**config.mk**
```make
export PLATFORM = sky130hd
export DESIGN_NAME = teac_rule_store
export DESIGN_NICKNAME = d
export VERILOG_FILES = /design/src/hw/rtl/teac_pkg.sv /design/src/hw/rtl/teac_rule_store.sv
export SDC_FILE = /design/constraint.sdc
export NUM_CORES = 2
export LEC_CHECK = 0
export BUFFER_PORTS_ARGS = -buffer_cell sky130_fd_sc_hd__buf_2
export CORE_ASPECT_RATIO = 0.9
export CORE_MARGIN = 5
export CORE_UTILIZATION = 30
export CTS_BUF_LIST = sky130_fd_sc_hd__clkbuf_8
export DETAILED_ROUTE_END_ITERATION = 10
export HOLD_SLACK_MARGIN = 0.02
export MAX_ROUTING_LAYER = met4
export PLACE_DENSITY = 0.45
export SYNTH_ARGS = -nofsm -noshare
export SYNTH_HDL_FRONTEND = slang
export SYNTH_MEMORY_MAX_BITS = 65536
export SYNTH_SLANG_ARGS = --single-unit
```
**constraint.sdc**
```tcl
create_clock -name clk -period 7.5 [get_ports clk]
set_input_delay 0.75 -clock clk [delete_from_list [all_inputs] [get_ports clk]]
set_output_delay 0.75 -clock clk [all_outputs]
set_load 0.005 [all_outputs]
```
**src/hw/rtl/teac_pkg.sv**
```systemverilog
`default_nettype none
package teac_pkg;

  // field widths fixed by the port list
  localparam int TYPE_BITS = 16;
  localparam int PERM_BITS = 16;
  localparam int CLASS_BITS = 3;
  localparam int PROC_BITS = 32;
  localparam int TIME_BITS = 32;

  localparam int RULE_DEPTH_DEF = 64;
  localparam int LOG_DEPTH_DEF = 64;

  typedef enum logic [1:0] {
    K_CHECK = 2'd0,
    K_WRITE = 2'd1,
    K_READ  = 2'd2,
    K_NONE  = 2'd3
  } kind_t;

  typedef enum logic [1:0] {
    V_ALLOW = 2'd0,
    V_DENY  = 2'd1,
    V_AUDIT = 2'd2
  } verdict_t;

  // mode register codes; the unused code behaves as enforcing
  localparam logic [1:0] MODE_OFF = 2'd0;
  localparam logic [1:0] MODE_PERMISSIVE = 2'd1;
  localparam logic [1:0] MODE_ENFORCE = 2'd2;

  // configuration register indexes
  localparam logic CFG_MODE = 1'b0;
  localparam logic CFG_RULES = 1'b1;

  typedef enum logic [2:0] {
    ST_CLEAR,
    ST_IDLE,
    ST_WALK,
    ST_TAIL,
    ST_DECIDE,
    ST_LOG2,
    ST_FIN
  } state_t;

  typedef struct packed {
    logic                  on;
    logic [TYPE_BITS-1:0]  subj;
    logic [TYPE_BITS-1:0]  obj;
    logic [CLASS_BITS-1:0] cls;
    logic [PERM_BITS-1:0]  allow;
    logic [PERM_BITS-1:0]  audit;
  } rule_word_t;

  typedef struct packed {
    verdict_t              verdict;
    logic [TYPE_BITS-1:0]  subj;
    logic [TYPE_BITS-1:0]  obj;
    logic [CLASS_BITS-1:0] cls;
    logic [PERM_BITS-1:0]  perm;
    logic [PROC_BITS-1:0]  proc;
    logic [TIME_BITS-1:0]  stamp;
  } log_entry_t;

  typedef struct packed {
    logic     fin;
    logic     is_read;
    verdict_t verdict;
  } teac_res_t;

endpackage
`default_nettype wire

```
**src/hw/rtl/teac_rule_store.sv**
```systemverilog
`default_nettype none
module teac_rule_store #(
  parameter int DEPTH = teac_pkg::RULE_DEPTH_DEF,
  localparam int AW = (DEPTH > 1) ? $clog2(DEPTH) : 1
) (
  input  wire logic                clk,
  input  wire logic                we,
  input  wire logic [AW-1:0]       waddr,
  input  wire teac_pkg::rule_word_t wdata,
  input  wire logic                re,
  input  wire logic [AW-1:0]       raddr,
  output teac_pkg::rule_word_t     rdata
);

  teac_pkg::rule_word_t mem [DEPTH];

  always_ff @(posedge clk) begin
    if (we) begin
      mem[waddr] <= wdata;
    end
    if (re) begin
      rdata <= mem[raddr];
    end
  end

endmodule
`default_nettype wire

```
; Word-level counts from Yosys, hierarchy flattened
; Memories as Yosys holds them, arrays and structs flattened. A register that Yosys moved wholly into a read port is not among the register bits.
; Cells that the tools add are included.
[totals]
register_bits = 0
input_bits = 83
n_memories = 1
mem_bits_rw = 4352
[memory_table]
columns = name, depth, word_bits, read_ports, rd_clocked_by_memory_dff, wr, line
row1 = mem, 64, 68, 1, 1, 1, teac_rule_store.sv:15  ; teac_pkg::rule_word_t mem [DEPTH];
[op_classes]
n_mux = 2
[ops]
columns = operator, n
row1 = 2-to-1 mux 1 bit, 2

; Depth between registers and ports, before layout
[logic_depth]
depth_word = 2
depth_mapped = 10
depth_no_buf = 5

; Least setup slack after synthesis
; No wires, ideal clock.
[synth_timing]
path_kind = input -> register
startpoint = in waddr[3]
endpoint = mem mem[48][0] (netlist name) (enable)
setup_slack_ns = 1.059
setup_time_ns = 0.577
t_arrival_ns = 5.864
path_stages = 4
path_cell_list = clkbuf_1 -> nor2b_1 -> nand4b_1 -> nor3_1
[synth_lines]
columns = element, line
row1 = "start, declared", teac_rule_store.sv:8  ; input wire logic [AW-1:0] waddr,
row2 = "end, declared", teac_rule_store.sv:15
; No word-level cell before the write port.

; Worst setup path in the final report
[layout_timing]
startpoint = in waddr[1]
endpoint = mem mem[18][19] (netlist name) (enable)
; No word-level cell before the write port.

==> summary.txt <==
STA
  • Final max-slew violation count: 0
  • Worst hold margin: 0.163 ns
  • Unrepaired setup endpoints after global routing: no
  • Maximum clock rate: about 290 MHz
  • Final setup violation count: 0
  • Fin worst setup slack: 4.00 ns
  • Headroom to the max-slew limit: 0.128
  • Fin. Hold Viols: 0
  • Clock Skew: 0.0379 ns
  • Final min period: around 3.5 ns
  • Tcrit/Tclk final: 0.466
  • Least-Margin Pin Slew: 1.31 ns
  • Setup TNS: 0 ns

Routing
  • Drt drc: 0
  • WL final: 545 mm
  • WL per Instance: 34.8 um
  • Drt pass-1 iters: 5
  • Via count: 83292
  • ANT nets after route: 0
  • DR vias/cell: 5.32
  • Iteration-0 DRC Markers: roughly 11000

Placement
  • DP Area: between 150000 and 200000 um^2
  • Worst Setup Slack post-DPL: roughly 3 ns
  • Final RePlAce weighted congestion: 0.756
  • Hpwl dp: between 200 and 300 mm
  • Port Buffer Count: 150

Clock network
  • CTS buffer count: 701
  • Post-cts sizing count: 0
  • Worst-path clk slew: 0.06 ns
  • Root Buffer: clkbuf_8
  • Clk buf depth: 4
  • # clock sinks: 4420
  • TritonCTS clock tree: yes
  • Total number of H-tree levels: 6
  • Post-CTS Setup Inserts: 0
  • Insertion delay to the later sink of the worst-skew pair: 1.27 ns

Floorplanning
  • Die area: 569000 um^2
  • Num ports: around 150
  • Initial Util: 0.301
  • Core Region: 553000 um^2
  • Die W: 795 um
  • FP Rows: 259
  • Die Height: approximately 720 um

Yosys
  • Synth area leaders: edfxtp_1 80%, mux4_2 14%, o22ai_1 1.4%, mux2i_1 0.78%, a211oi_1 0.49%
  • Post-synthesis sequential area ratio: 0.799
  • EDFF count, synth: 4420
  • Yosys warns: 0
  • Unique cell type count in the Yosys netlist: 34
  • Post-synthesis instance total: a little over 7000
  • Synth async-reset ratio: 0
  • Post-Syn Area: 166000 um^2
  • Yosys top cell by area: edfxtp_1
  • Post-synth top area share: 0.799
  • Syn_nets: 7160
  • #FFs+latches synth: 4420
  • Synth Flop Type: edfxtp_1
  • Mean Syn Cell Area: about 23 um^2

Final layout
  • Layout cells sized above 1: 0.279
  • Area grow syn2layout: 14.0%
  • Net count, final: 7833
  • Final instance area: 189000 um^2

Setup path
  • Buf+Inv Stages, Crit Path: 3
  • Critical Path Source: waddr[1]
  • Crit path DAT: approximately 4.3 ns
  • Critical R2R Capture: rdata[15]
  • Cell family with most CP delay: buffers and inverters
  • CP endpoint: mem[18][19]
  • CP max stage delay: 0.99 ns
  • Worst-path maximum fanout: 32
  • Crit path cell chain: dlygate4sd3_1 > buf_2 > nor2b_1 > nand2_1 > nor2_4 > buf_4
  • FF-to-FF Start: mem[37][15]
  • Critical Path RT: 8.33 ns
  • Setup Crit Path Kind: in2reg
  • CP Depth: 6
  • R2R Setup Slk: 5.36 ns
  • CP startpoint kind: input port
  • Worst R2R Path Depth: 5
  • Worst setup EP type: register
  • Slowest CP cell: nor2_4

GRT
  • Gr ovfl total: 0
  • Initial antenna violation count: 89
  • Gr usage total: 0.193
  • Largest net degree at the start of global routing: 99
  • First-pass GRT wire length: 736 mm
  • Vias in the first global route: 84332

Worst hold path
  • Hold Path Origin: wdata[37]
  • Worst hold path class: in2reg

Run
  • Max Cap Viol: 0

Pwr
  • Leak: roughly 58 nW
  • VDD IR max: between 0.15 and 0.2 mV
  • PD cells: 256 nW/um^2

Outcome
  • Status: finished clean
cells in the final DEF, fill, tap and decap left out, types with 16 or more instances in the layout:
cell / count
edfxtp_1: 4420
mux4_2: 1031
clkbuf_8: 716
o22ai_1: 370
inv_1: 264
buf_4: 171
clkinv_1: 169
buf_2: 143
mux2i_1: 130
a211oi_1: 108
nor3_1: 101
nor2b_1: 81
nor2_4: 63
buf_12: 61
a22oi_1: 60
nor4_1: 56
o22a_1: 56
diode_2: 54
clkinv_2: 51
nand3_1: 29
o221ai_1: 23
nor2_1: 23
nand2_1: 19
clkinvlp_4: 17
a21oi_1: 16
state kept, by name (all words and copies together), names as in the netlist:
register	flops
rdata	68
mem	4352
layer usage:
layer / share of wire / vias to the layer above / GRT usage / routed length [um]
li1: - / 32191 / - / -
met1: 0.43 / 46546 / 0.269 / 235000
met2: 0.47 / 3823 / 0.296 / 255000
met3: 0.078 / 732 / 0.0337 / 42500
met4: 0.021 / 0 / 0.0418 / 11400
met5: 0 / - / - / 0
area by class of cell:
| class | instances | area [um^2] |
|---|---|---|
| Fill cell | 51395 | 363000 |
| Sequential cell | 4420 | 133000 |
| Multi-Input combinational cell | 2243 | 31900 |
| Clock buffer | 716 | 9850 |
| Tap cell | 7308 | 9140 |
| Timing Repair Buffer | 383 | 3310 |
| Clock inverter | 530 | 2380 |
| Antenna cell | 54 | 135 |
| Inverter | 1 | 5.00 |
through the flow:
stage	utilization	total power, mW	std cells
2_1_floorplan	-	29.2	7077
3_3_place_gp	0.320	30.4	14351
3_5_place_dp	0.320	30.5	14351
4_1_cts	0.343	49.1	15601
5_1_grt	0.343	50.3	15645
6_report	0.343	48.5	15655
logic make-up after synthesis:
group           synth area share
simple gates              0.0129
flops                      0.799
buf+inv                   0.0133
mux                        0.148
compound gates            0.0277
timing repair:
action,in CTS,in global routing
endpoints found under the hold margin,47,0
hold buffers,4,0
endpoints found under the setup margin,0,0
synth_stat cells (3+ instances only):
library cell  count
o21ai_1           4
buf_1            38
o21ai_0           8
o211a_1          12
nand3_1          30
and2_1            3
mux4_2         1031
o221ai_1         23
a31oi_1          12
nor4_1           56
nor2b_1          84
nand2b_1          9
mux2i_1         130
nor3_1          103
a21oi_1          16
a22oi_1          60
buf_6            39
edfxtp_1       4420
buf_2            83
clkbuf_1        185
o22a_1           56
nand2_1          29
a211oi_1        108
or2_2             5
buf_4            68
nor2_1           86
o22ai_1         370
where the power goes:
| part | internal (mW) | switching (mW) |
|---|---|---|
| logic | 0.816 | 1.55 |
| registers | 27.4 | 0.114 |
| clock network | 8.93 | 9.67 |
| total | 37.2 | 11.3 |
worst min-delay path by stage:
stage,depth (start not counted),end,slack (ns)
floorplan,5,rdata[0],0.77
global placement,5,rdata[0],0.86
detailed placement,5,rdata[0],0.84
CTS,2,mem[44][37],0.02
global route,2,mem[29][37],0.12
finish,2,mem[30][37],0.16
(Power assumes the default switching activity.)
