**src/hw/rtl/teac_pkg.sv**
```systemverilog
`default_nettype none
package teac_pkg;

  // field widths fixed by the port list
  localparam int TYPE_BITS = 16;
  localparam int PERM_BITS = 16;
  localparam int CLASS_BITS = 3;
  localparam int PROC_BITS = 32;
  localparam int TIME_BITS = 32;

  localparam int RULE_DEPTH_DEF = 64;
  localparam int LOG_DEPTH_DEF = 64;

  typedef enum logic [1:0] {
    K_CHECK = 2'd0,
    K_WRITE = 2'd1,
    K_READ  = 2'd2,
    K_NONE  = 2'd3
  } kind_t;

  typedef enum logic [1:0] {
    V_ALLOW = 2'd0,
    V_DENY  = 2'd1,
    V_AUDIT = 2'd2
  } verdict_t;

  // mode register codes; the unused code behaves as enforcing
  localparam logic [1:0] MODE_OFF = 2'd0;
  localparam logic [1:0] MODE_PERMISSIVE = 2'd1;
  localparam logic [1:0] MODE_ENFORCE = 2'd2;

  // configuration register indexes
  localparam logic CFG_MODE = 1'b0;
  localparam logic CFG_RULES = 1'b1;

  typedef enum logic [2:0] {
    ST_CLEAR,
    ST_IDLE,
    ST_WALK,
    ST_TAIL,
    ST_DECIDE,
    ST_LOG2,
    ST_FIN
  } state_t;

  typedef struct packed {
    logic                  on;
    logic [TYPE_BITS-1:0]  subj;
    logic [TYPE_BITS-1:0]  obj;
    logic [CLASS_BITS-1:0] cls;
    logic [PERM_BITS-1:0]  allow;
    logic [PERM_BITS-1:0]  audit;
  } rule_word_t;

  typedef struct packed {
    verdict_t              verdict;
    logic [TYPE_BITS-1:0]  subj;
    logic [TYPE_BITS-1:0]  obj;
    logic [CLASS_BITS-1:0] cls;
    logic [PERM_BITS-1:0]  perm;
    logic [PROC_BITS-1:0]  proc;
    logic [TIME_BITS-1:0]  stamp;
  } log_entry_t;

  typedef struct packed {
    logic     fin;
    logic     is_read;
    verdict_t verdict;
  } teac_res_t;

endpackage
`default_nettype wire

```
**src/hw/rtl/teac_seq.sv**
```systemverilog
`default_nettype none
module teac_seq #(
  parameter int RULE_DEPTH = teac_pkg::RULE_DEPTH_DEF,
  localparam int AW = (RULE_DEPTH > 1) ? $clog2(RULE_DEPTH) : 1
) (
  input  wire logic                              clk,
  input  wire logic                              rst,
  input  wire logic                              start,
  input  wire logic [1:0]                        kind,
  input  wire logic [5:0]                        slot,
  input  wire logic                              rule_on,
  input  wire logic [teac_pkg::TYPE_BITS-1:0]    subj_type,
  input  wire logic [teac_pkg::TYPE_BITS-1:0]    obj_type,
  input  wire logic [teac_pkg::CLASS_BITS-1:0]   object_class,
  input  wire logic [teac_pkg::PERM_BITS-1:0]    perm_bits,
  input  wire logic [teac_pkg::PERM_BITS-1:0]    audit_bits,
  input  wire logic                              subject_ok,
  input  wire logic                              object_ok,
  input  wire logic [teac_pkg::PROC_BITS-1:0]    proc_id,
  input  wire logic [teac_pkg::TIME_BITS-1:0]    time_ms,
  input  wire logic [1:0]                        mode,
  input  wire logic [6:0]                        rules_in_use,
  output logic                                   busy,
  output logic                                   rule_we,
  output logic [AW-1:0]                          rule_waddr,
  output teac_pkg::rule_word_t                   rule_wdata,
  output logic                                   rule_re,
  output logic [AW-1:0]                          rule_raddr,
  input  wire teac_pkg::rule_word_t              rule_rdata,
  output logic                                   log_push,
  output teac_pkg::log_entry_t                   log_wdata,
  output logic                                   log_re,
  output teac_pkg::teac_res_t                    res
);

  teac_pkg::state_t state, state_next;
  logic [AW-1:0] clr_addr, walk_addr, walk_last;
  logic          cmp_valid;
  logic [teac_pkg::PERM_BITS-1:0] granted, audited;
  teac_pkg::kind_t kind_q;
  logic [teac_pkg::TYPE_BITS-1:0] subj_q, obj_q;
  logic [teac_pkg::CLASS_BITS-1:0] cls_q;
  logic [teac_pkg::PERM_BITS-1:0] perm_q;
  logic [teac_pkg::PROC_BITS-1:0] proc_q;
  logic [teac_pkg::TIME_BITS-1:0] time_q;
  teac_pkg::verdict_t verdict_q, push_verdict;
  teac_pkg::kind_t kind_in;
  logic accept, labels_ok, deny, audit_hit, hit;

  always_comb begin
    kind_in = teac_pkg::kind_t'(kind);
    accept = start && (state == teac_pkg::ST_IDLE);
    labels_ok = subject_ok && object_ok;
    deny = ((granted & perm_q) != perm_q);
    audit_hit = ((audited & perm_q) != '0);
    hit = rule_rdata.on && (rule_rdata.subj == subj_q) && (rule_rdata.obj == obj_q) &&
          (rule_rdata.cls == cls_q);
  end

  always_ff @(posedge clk) begin
    if (rst) begin
      state <= teac_pkg::ST_CLEAR;
      clr_addr <= '0;
      cmp_valid <= 1'b0;
    end else begin
      state <= state_next;
      cmp_valid <= (state == teac_pkg::ST_WALK);
      if (state == teac_pkg::ST_CLEAR) begin
        clr_addr <= clr_addr + AW'(1);
      end
    end
  end

  always_ff @(posedge clk) begin
    if (accept) begin
      kind_q <= kind_in;
      subj_q <= subj_type;
      obj_q <= obj_type;
      cls_q <= object_class;
      perm_q <= perm_bits;
      proc_q <= proc_id;
      time_q <= time_ms;
      granted <= '0;
      audited <= '0;
      walk_addr <= '0;
      walk_last <= (32'(rules_in_use) < RULE_DEPTH) ? AW'(rules_in_use - 7'd1)
                                                    : AW'(RULE_DEPTH - 1);
      verdict_q <= (kind_in == teac_pkg::K_CHECK && mode != teac_pkg::MODE_OFF && !labels_ok)
                   ? teac_pkg::V_DENY : teac_pkg::V_ALLOW;
    end else begin
      if (state == teac_pkg::ST_WALK) begin
        walk_addr <= walk_addr + AW'(1);
      end
      if (cmp_valid && hit) begin
        granted <= granted | rule_rdata.allow;
        audited <= audited | rule_rdata.audit;
      end
      if (state == teac_pkg::ST_DECIDE && deny) begin
        verdict_q <= (mode == teac_pkg::MODE_PERMISSIVE) ? teac_pkg::V_AUDIT : teac_pkg::V_DENY;
      end
    end
  end

  always_comb begin
    state_next = state;
    busy = (state != teac_pkg::ST_IDLE);
    rule_we = 1'b0;
    rule_waddr = AW'(slot);
    rule_wdata.on = rule_on;
    rule_wdata.subj = subj_type;
    rule_wdata.obj = obj_type;
    rule_wdata.cls = object_class;
    rule_wdata.allow = perm_bits;
    rule_wdata.audit = audit_bits;
    rule_re = 1'b0;
    rule_raddr = walk_addr;
    log_push = 1'b0;
    log_re = 1'b0;
    push_verdict = teac_pkg::V_AUDIT;
    res.fin = 1'b0;
    res.is_read = (kind_q == teac_pkg::K_READ);
    res.verdict = verdict_q;
    unique case (state)
      teac_pkg::ST_CLEAR: begin
        rule_we = 1'b1;
        rule_waddr = clr_addr;
        rule_wdata = '0;
        if (clr_addr == AW'(RULE_DEPTH - 1)) begin
          state_next = teac_pkg::ST_IDLE;
        end
      end
      teac_pkg::ST_IDLE: begin
        if (start) begin
          state_next = teac_pkg::ST_FIN;
          unique case (kind_in)
            teac_pkg::K_CHECK: begin
              if (mode != teac_pkg::MODE_OFF && labels_ok) begin
                state_next = (rules_in_use == 7'd0) ? teac_pkg::ST_DECIDE : teac_pkg::ST_WALK;
              end
            end
            teac_pkg::K_WRITE: begin
              rule_we = (32'(slot) < RULE_DEPTH);
            end
            teac_pkg::K_READ: begin
              log_re = 1'b1;
            end
            teac_pkg::K_NONE: begin
            end
            default: begin
            end
          endcase
        end
      end
      teac_pkg::ST_WALK: begin
        rule_re = 1'b1;
        if (walk_addr == walk_last) begin
          state_next = teac_pkg::ST_TAIL;
        end
      end
      teac_pkg::ST_TAIL: begin
        state_next = teac_pkg::ST_DECIDE;
      end
      teac_pkg::ST_DECIDE: begin
        state_next = teac_pkg::ST_FIN;
        if (deny) begin
          log_push = 1'b1;
          push_verdict = teac_pkg::V_DENY;
          if (mode == teac_pkg::MODE_PERMISSIVE) begin
            state_next = teac_pkg::ST_LOG2;
          end
        end else if (audit_hit) begin
          log_push = 1'b1;
        end
      end
      teac_pkg::ST_LOG2: begin
        log_push = 1'b1;
        state_next = teac_pkg::ST_FIN;
      end
      teac_pkg::ST_FIN: begin
        res.fin = 1'b1;
        state_next = teac_pkg::ST_IDLE;
      end
      default: begin
        state_next = teac_pkg::ST_IDLE;
      end
    endcase
    log_wdata.verdict = push_verdict;
    log_wdata.subj = subj_q;
    log_wdata.obj = obj_q;
    log_wdata.cls = cls_q;
    log_wdata.perm = perm_q;
    log_wdata.proc = proc_q;
    log_wdata.stamp = time_q;
  end

endmodule
`default_nettype wire

```
**config.mk**
```make
export PLATFORM = sky130hd
export DESIGN_NAME = teac_seq
export DESIGN_NICKNAME = d
export VERILOG_FILES = /design/src/hw/rtl/teac_pkg.sv /design/src/hw/rtl/teac_seq.sv
export SDC_FILE = /design/constraint.sdc
export NUM_CORES = 1
export LEC_CHECK = 0
export ABC_AREA = 0
export BUFFER_PORTS_ARGS = -buffer_cell sky130_fd_sc_hd__buf_2
export CAP_MARGIN = 15
export CORE_AREA = 2 2 168 170
export CTS_CLUSTER_SIZE = 30
export DETAILED_ROUTE_END_ITERATION = 8
export DIE_AREA = 0 0 170 172
export SLEW_MARGIN = 10
export SYNTH_ARGS = -nofsm -noshare
export SYNTH_HDL_FRONTEND = slang
export SYNTH_SLANG_ARGS = --single-unit
```
**constraint.sdc**
```tcl
create_clock -name clk -period 5.3 [get_ports clk]
set_input_delay 0.265 -clock clk [delete_from_list [all_inputs] [get_ports clk]]
set_output_delay 0.265 -clock clk [all_outputs]
set_load 0.01 [all_outputs]
```
### Yosys cells after proc, flatten, opt, wreduce, memory -nomap -nowiden

Index checks and enable logic that the tools add are counted.

* $add $sub $neg: 3
* $mul: 0
* div/mod/pow operators: 0
* order comparisons: 1
* eq/ne operators: 20
* shift operators: 0
* mux-type cells: 28
* bitwise logic cells: 4
* reductions and logical operators: 18

Operators by type and width (number)
* 68-bit two-way mux: 1
* 16-bit AND: 2
* 16-bit == test: 2
* 16-bit bitwise OR: 2
* 3-bit two-way mux: 6
* 3-bit case mux with 6 select lines: 1
* 16-bit inequality test: 1
* 16-bit nonzero test: 1
* 2-bit two-way mux: 7
* 6-bit by 1-bit adder with 6-bit output, second input constant: 2
* 1-bit logical AND: 10
* 1-bit two-way mux: 10
* 3-bit == test, second input constant: 3
* 7-bit logical NOT: 1
* 7-bit less-than comparator, second input constant: 1
* 3-bit by 2-bit == test with 1-bit output, second input constant: 2
* 6-bit == test: 1
* 6-bit == test, second input constant: 1
* 6-bit two-way mux: 1
* 6-bit by 1-bit subtractor with 6-bit output, second input constant: 1
* 2-bit by 1-bit == test with 1-bit output, second input constant: 2
* 2-bit == test, second input constant: 2
* 2-bit by 1-bit inequality test with 1-bit output, second input constant: 2
* 1-bit case mux with 2 select lines: 2
* other kinds (9): 10

* bits in registers: 173
* latch bits: 0
* RAM bits: 0
* bits in read-only memories: 0
* bits of input ports: 222
* output and inout port bits: 206
* logic and storage cells: 89
* memories: 0

### Depth between registers and ports, before layout

Gate-level depths: netlist of the first run.

* depth in word-level cells: 6
* mapped depth: 7
* gate-level depth less buffers: 6

### Least setup slack after synthesis of the first run

OpenSTA, ideal clock, no wires.

* kind: reg-to-reg
* from: register state[2]
* to: register granted[11] in the netlist's numbering
* library setup time: 117 ps
* arrival: 2771 ps
* required time: 5183 ps
* slack: 2413 ps
* cell stages (with the launch flop): 8
* buffers on the path: 2
* clock period less this slack: 2887 ps
* cells stage by stage: dfxtp_1 > buf_2 > nor2_2 > nand3_4 > inv_2 > nor4_4 > buf_6 > a22o_1

* cells in the longest elaborated chain, start to end: 2

Ends and longest elaborated chain
* from (decl): RTL line teac_seq.sv:36 `teac_pkg::state_t state, state_next;`
* from (signal assigned): RTL line teac_seq.sv:62 `state <= teac_pkg::ST_CLEAR;`
* from (signal assigned): RTL line teac_seq.sv:66 `state <= state_next;`
* 3-bit by 1-bit == test with 1-bit output: RTL line teac_seq.sv:52 `accept = start && (state == teac_pkg::ST_IDLE);`
* 1-bit logical AND: RTL line teac_seq.sv:52
* named net accept: RTL line teac_seq.sv:48 `logic accept, labels_ok, deny, audit_hit, hit;`
* to (signal assigned): RTL line teac_seq.sv:95 `granted <= granted | rule_rdata.allow;`
* to (decl): RTL line teac_seq.sv:39 `logic [teac_pkg::PERM_BITS-1:0] granted, audited;`

The timed path passes the listed nets, and every way through them passes these cells.
A chain may end at the register's enable or synchronous reset.

### Worst setup path after layout of the first run

* from: register state[2]
* to: output rule_we

* cells in the longest elaborated chain, start to end: 2
* elaborated cells on any way between the ends: 3
* those cells by class: eq/ne (1); mux (1); reduce/logical (1)

Ends and longest elaborated chain
* 3-bit by 1-bit == test with 1-bit output / 3-bit logical NOT (equally long branches): RTL line teac_seq.sv:123 `unique case (state)`
* 1-bit case mux with 2 select lines *: RTL line teac_seq.sv:123
* to (decl): RTL line teac_seq.sv:24 `output logic rule_we,`

Mark *: on every way between the ends. The rest lies on a longest branch, timed or not.

==> results_dict.tcl, run 1 <==
set metrics [dict create \
    outcome "complete, no violations" \
    ir_drop_mv 0.168 \
    skew_ps 13.1 \
    grt_pass1_wl_um 31000 \
    tritoncts "built" \
    worst_path_max_delay_cell "inv_6" \
    cts.sinks 173 \
    synth-xor-area-share_pct 6.60 \
    synth_edf_count 125 \
    cp_max_fo 84 \
    fin_util_pct 38.0 \
    p_sw_uw 658 \
    startpoint_type "flop" \
    worst_slew_pin_slew_ps 926 \
    power_density_mw_per_mm2 272 \
    min_to "subj_q[3]" \
    vias_per_cell 4.29 \
    final_common_cell "buf_2" \
    die_w_um 170 \
    drc 0 \
    maxSlewHeadroom_pct 38.3 \
    fillCellCount 2693 \
    power_frac_clock_pct 43.1 \
    fp.dieH_um 172 \
    yosys.area_share.simple_pct 14.2 \
    grt_pass1_vias 5468 \
    synthCells 489 \
    final_cell_mix "buf_2, edfxtp_1, nor2b_1" \
    rsz0062_at_grt "false" \
    initial_core_util_pct 25.1 \
    synth.avg_cell_area_um2 14.1 \
    via_count 5692 \
    p_leak_uw 0.00455 \
    rr_startpoint "state[2]" \
    reg2regPathDepth 4 \
    pwr-share-comb_pct 5.7 \
    cpPeakStageDelay_ps 750 \
    dr.pass1.iters 4 \
    cp.depth 5 \
    timing.fmax_mhz 348 \
    async_reset_ff_share_pct 0 \
    min_from "subj_type[3]" \
    path_cells "nor2_2 > nand3_4 > inv_6 > a31o_2 > buf_2" \
    synth_flop_cell "edfxtp_1" \
    hold_depth 1 \
    seqPwrFrac_pct 51.2 \
    synth_nets 714 \
    crit_type "reg -> out" \
    syn_to_final_growth_pct 51.2 \
    finalHoldViolCount 0 \
    cts_made_buffers 17 \
    gr-total-overflow 0 \
    synth_top_family_by_area "simple AND/OR/NAND/NOR gates" \
    cap_violations 0 \
    yosysSeqAreaShare_pct 68.3 \
    worstPathArrival_ps 2610 \
    ios 428 \
    portBuffers 427 \
    hold_path_class "in -> reg" \
    track_usage_pct 14.3 \
    yosysWarnings 0 \
    swShare_pct 23.2 \
    clk_pin_slew_ps 80 \
    avgRoutedWirePerCell_um 16.9 \
    cp.required_ps 5040 \
    globalplace.congestion 0.762 \
    synth_mux_area_share_pct 1.27 \
    finalMaxSlewViolations 0 \
    ys_seq_elements 173 \
    synthesis.area_mm2 0.00690 \
    wirelength_um 22400 \
    r2r_setup_slack_ps 2450 \
    drtIter0Drc 250 \
    cts-htree-levels 4 \
    cts-root-buf "clkbuf_16" \
    drtAntennaViolNets 0 \
    synthAdderAreaFrac_pct 0.544 \
    grt_max_degree 85 \
    worstSetupStartpoint "state[2]" \
    antenna_found_initial 3 \
    fin_crit_sh_pct 54.3 \
    min_period_ps 2880 \
    internal_power_uw 2180 \
    row_count 61 \
    dp_cells 1248 \
    worstSkewPairLatency_ps 420 \
    crit_path_end_kind "output port" \
    dieArea_mm2 0.0292 \
    critPathBufInv 2 \
    finalNonFillerCells 1327 \
    nNetsFinal 1190 \
    ctsLongestPathBuffers 2 \
    critPathTopFamily "buffers and inverters" \
    core_mm2 0.0275 \
    setup_viol 0 \
    tns_ps 0 \
    worstReg2RegEnd "proc_q[20]" \
    hpwl_um 17100 \
    drive_gt1_share_pct 49.2 \
    synth-compound-area-share_pct 7.09 \
    synth_cell_type_count 41 \
    cts_resized 0 \
]
==> flip-flops by register name, indices dropped and copies added, names as in the netlist <==
name,cells
rule_raddr,6
subj_q,16
proc_q,32
kind_q,2
cls_q,3
obj_q,16
verdict_q,2
state,3
cmp_valid,1
time_q,32
walk_last,6
clr_addr,6
granted,16
audited,16
perm_q,16
==> metrics by stage <==
step,power [µW],area (µm²),worst slack (ps),hold WS (ps)
floorplan,1520,6900,2410,364
global placement,1620,9410,2470,443
detailed placement,1620,9410,2400,443
CTS,2870,10400,2330,0.403
global route,2950,10400,2200,1.10
finish,2840,10400,2420,25.3
==> worst max-delay path by stage <==
stage / slack (ps) / endpoint
6_report: 2420 / rule_we
5_1_grt: 2200 / rule_we
4_1_cts: 2330 / rule_we
3_5_place_dp: 2400 / time_q[12]
3_3_place_gp: 2470 / time_q[12]
2_1_floorplan: 2410 / granted[11]
==> logic make-up after synthesis <==
kind of cell             count (synthesis)
adder cells (fa/ha/maj)                  3
flip-flops                             173
XOR/XNOR                                52
multiplexers                             8
AND/OR/NAND/NOR                        161
buffers and inverters                   29
AO/OA/AOI/OAI                           63
==> per-layer routing <==
metal	up-vias	GRT usage [%]	share of wire, %	wire length (µm)
li1	2737	-	-	-
met1	2667	16.3	40	8930
met2	264	26.2	52	11500
met3	22	3.27	6.9	1540
met4	2	5.65	1.6	369
met5	-	0	0.058	13
==> power groups by stage <==
| stage | combinational (µW) | clock, µW | sequential (µW) |
|---|---|---|---|
| after floorplan | 34.1 | 0 | 1480 |
| after global placement | 136 | 0 | 1480 |
| after detailed placement | 138 | 0 | 1480 |
| after CTS | 160 | 1260 | 1450 |
| after global routing | 178 | 1320 | 1450 |
| final | 163 | 1220 | 1450 |
==> Yosys cell counts (2+ instances only) <==
library cell / count / area [µm²]
nor3_1: 6 / 30.0
nor4_2: 4 / 50.1
mux2i_1: 2 / 20.0
nand4_1: 9 / 56.3
or4_1: 2 / 15.0
buf_2: 3 / 15.0
nor2b_1: 69 / 432
buf_6: 3 / 33.8
or3_1: 4 / 25.0
o21ai_0: 8 / 40.0
a22oi_1: 6 / 45.0
inv_1: 10 / 37.5
nand3_1: 3 / 15.0
a22o_2: 2 / 20.0
xor2_1: 43 / 377
nand2b_1: 20 / 125
dfxtp_1: 48 / 961
ha_1: 3 / 37.5
xnor2_1: 9 / 78.8
a31oi_1: 2 / 12.5
a22o_1: 30 / 263
o2111ai_1: 4 / 35.0
a21oi_1: 6 / 30.0
and3_1: 2 / 12.5
nor2_1: 20 / 75.1
inv_2: 2 / 7.51
nor4_1: 5 / 31.3
clkbuf_1: 11 / 41.3
nand2_1: 12 / 45.0
mux2_2: 6 / 67.6
edfxtp_1: 125 / 3750
==> area by class of cell <==
class                           instances  area [µm²]  area share [%]
Inverter                               12        50.0           0.480
Sequential cell                       173        4710            45.2
Antenna cell                            3        7.51          0.0720
Multi-Input combinational cell        287        2050            19.7
Tap cell                              346         433            4.15
Clock buffer                           17         425            4.08
Clock inverter                         15         150            1.44
Timing Repair Buffer                  474        2600            24.9
==> what timing repair did <==
item	CTS	global route
endpoints found under the setup margin	0	0
setup buffers	0	0
hold buffers	37	7
endpoints found under the hold margin	37	7
No activity file was read; power rests on OpenSTA's default activity.
==> run 2, diff against run 1 <==
Settings changed: ABC_AREA 0 to 1, CORE_AREA 2 2 168 170 to 2 2 165 167, DIE_AREA 0 0 170 172 to 0 0 167 169.
Clock period 5.3 ns to 2.9 ns, I/O delays scaled along.
==> results_dict.tcl, run 2 <==
set metrics [dict create \
    finalHoldViolCount 0 \
    vias_per_cell 4.29 \
    final_common_cell "buf_2" \
    setup_viol 0 \
    min_from "mode[1]" \
    synthesis.area_mm2 0.00774 \
    cts.sinks 173 \
    diodes 0 \
    worst_path_max_delay_cell "inv_2" \
    fp.dieH_um 169 \
    die_w_um 167 \
    cts-htree-levels 4 \
    synth_nets 1016 \
    synth_flop_cell "edfxtp_1" \
    fin_crit_sh_pct 84.0 \
    timing.fmax_mhz 411 \
    synth_edf_count 125 \
    maxSlewHeadroom_pct 53.9 \
    outcome "complete, no violations" \
    cp.required_ps 2760 \
    hpwl_um 19300 \
    globalplace.congestion 0.877 \
    initial_core_util_pct 29.2 \
    worst_slew_pin_slew_ps 692 \
    crit_type "reg -> out" \
    drc 0 \
    ys_top_cells_by_count "inv_1, nand2_1, edfxtp_1" \
    multi_input_area_mm2 0.00225 \
    synth_top_area_cell "edfxtp_1" \
    cts_resized 0 \
    grt_max_degree 86 \
    dr.pass1.iters 5 \
    syn_to_final_growth_pct 60.0 \
    hold_path_class "in -> reg" \
    rr_startpoint "state[0]" \
    finalMaxSlewViolations 0 \
    portBuffers 427 \
    core_mm2 0.0265 \
    gr-total-overflow 0 \
    row_count 60 \
    yosysSeqAreaShare_pct 60.9 \
    tritoncts "built" \
    cpPeakStageDelay_ps 570 \
    track_usage_pct 18.2 \
    tns_ps 0 \
    seqCellArea_mm2 0.00471 \
    power_density_mw_per_mm2 495 \
    final_cell_mix "buf_2, inv_1, dlygate4sd3_1" \
    synthCells 791 \
    grt_pass1_vias 7322 \
    drtAntennaViolNets 0 \
    clk_pin_slew_ps 70 \
    wirelength_um 26600 \
    synth_area_leaders "edfxtp_1, dfxtp_1, inv_1" \
    async_reset_ff_share_pct 0 \
    grt_pass1_wl_um 39900 \
    cts-root-buf "clkbuf_16" \
    synthMostInstantiatedCell "inv_1" \
    crit_path_end_kind "output port" \
    worstPathArrival_ps 2290 \
    via_count 7416 \
    ir_drop_mv 0.367 \
    worstSetupStartpoint "state[0]" \
    fillCellCount 2511 \
    netlist.area_leader.share_pct 48.5 \
    startpoint_type "flop" \
    drtIter0Drc 435 \
    cts_made_buffers 17 \
    cap_violations 0 \
    ys_seq_elements 173 \
    design_power_total_uw 6130 \
    ctsLongestPathBuffers 2 \
    worstSkewPairLatency_ps 430 \
    nNetsFinal 1599 \
    r2r_setup_slack_ps 900 \
    rsz0062_at_grt "false" \
    antenna_found_initial 1 \
    skew_ps 18.3 \
    yosysWarnings 0 \
    p_leak_uw 0.00598 \
    path_cells "nor2_1 > nand2_2 > inv_2 > buf_12 > nor2_1 > buf_2" \
    top_regs "proc_q x32, time_q x32" \
    synth_cell_type_count 34 \
    synth.avg_cell_area_um2 9.79 \
    ios 428 \
    cp_max_fo 42 \
    dieArea_mm2 0.0282 \
    critPathMostFrequentCell "nor2_1" \
    drive_gt1_share_pct 39.1 \
    min_period_ps 2440 \
    avgRoutedWirePerCell_um 15.4 \
]
==> run 2: timing repair <==
item	CTS	global route
buffers inserted	0	0
hold buffers	152	0
endpoints found under the setup margin	0	0
hold endpoints to repair	153	0
==> run 2: cell families (layout without fill, tap and decap cells) <==
kind of cell             after synthesis  count (layout)  synth area share (%)
buffers and inverters                188             784                  10.2
AND/OR/NAND/NOR                      333             333                  20.1
AO/OA/AOI/OAI                         83              83                  7.05
adder cells (fa/ha/maj)                3               3                 0.485
XOR/XNOR                              11              11                  1.24
flip-flops                           173             173                  60.9
==> run 2: per-stage QoR <==
stage / area, µm² / util [%] / instances / setup slack (ps) / hold slack (ps)
after floorplan: 7740 / - / 791 / 632 / 244
final: 12400 / 46.7 / 1728 / 464 / 37.4
after CTS: 12400 / 46.7 / 1728 / 388 / 6.84
after global placement: 10200 / 38.6 / 1544 / 930 / 322
after global routing: 12400 / 46.7 / 1728 / 261 / 26.8
after detailed placement: 10200 / 38.6 / 1544 / 862 / 323
==> run 2: final timing paths <==
path                    endpoint  cells past startpoint
setup / recovery  rule_wdata[51]                      6
setup reg to reg     clr_addr[5]                      8
hold / removal      verdict_q[1]                      2
hold reg to reg       audited[5]                      2
==> run 2: layout make-up <==
class / instances / share of cell area (%)
multi-input cells: 430 / 18.2
repair buffers: 583 / 30.1
clock inverters: 15 / 1.68
well taps: 341 / 3.44
clock buffers: 17 / 3.43
flip-flops and latches: 173 / 38.1
inverters: 169 / 5.12
==> run 2: layer usage <==
layer  share of wire (%)  vias to the layer above  track usage [%]
met5                   0                        -                0
met2                  51                      288             32.9
met3                 6.6                       32             3.95
met4                 2.1                        0             5.92
li1                    -                     3676                -
met1                  40                     3420             21.5
==> run 2: power breakdown <==
part / switching (µW) / leakage, µW / internal (µW)
Combinational: 362 / 0.00415 / 450
Sequential: 85.9 / 0.00152 / 2810
Clock: 1160 / 0.000307 / 1270
==> run 2: critical path, delay by kind of cell, from the launching register on <==
| family | cells | cell delay [ps] |
|---|---|---|
| and+or+nand+nor | 3 | 460 |
| DFF | 1 | 350 |
| buffers and inverters | 3 | 990 |
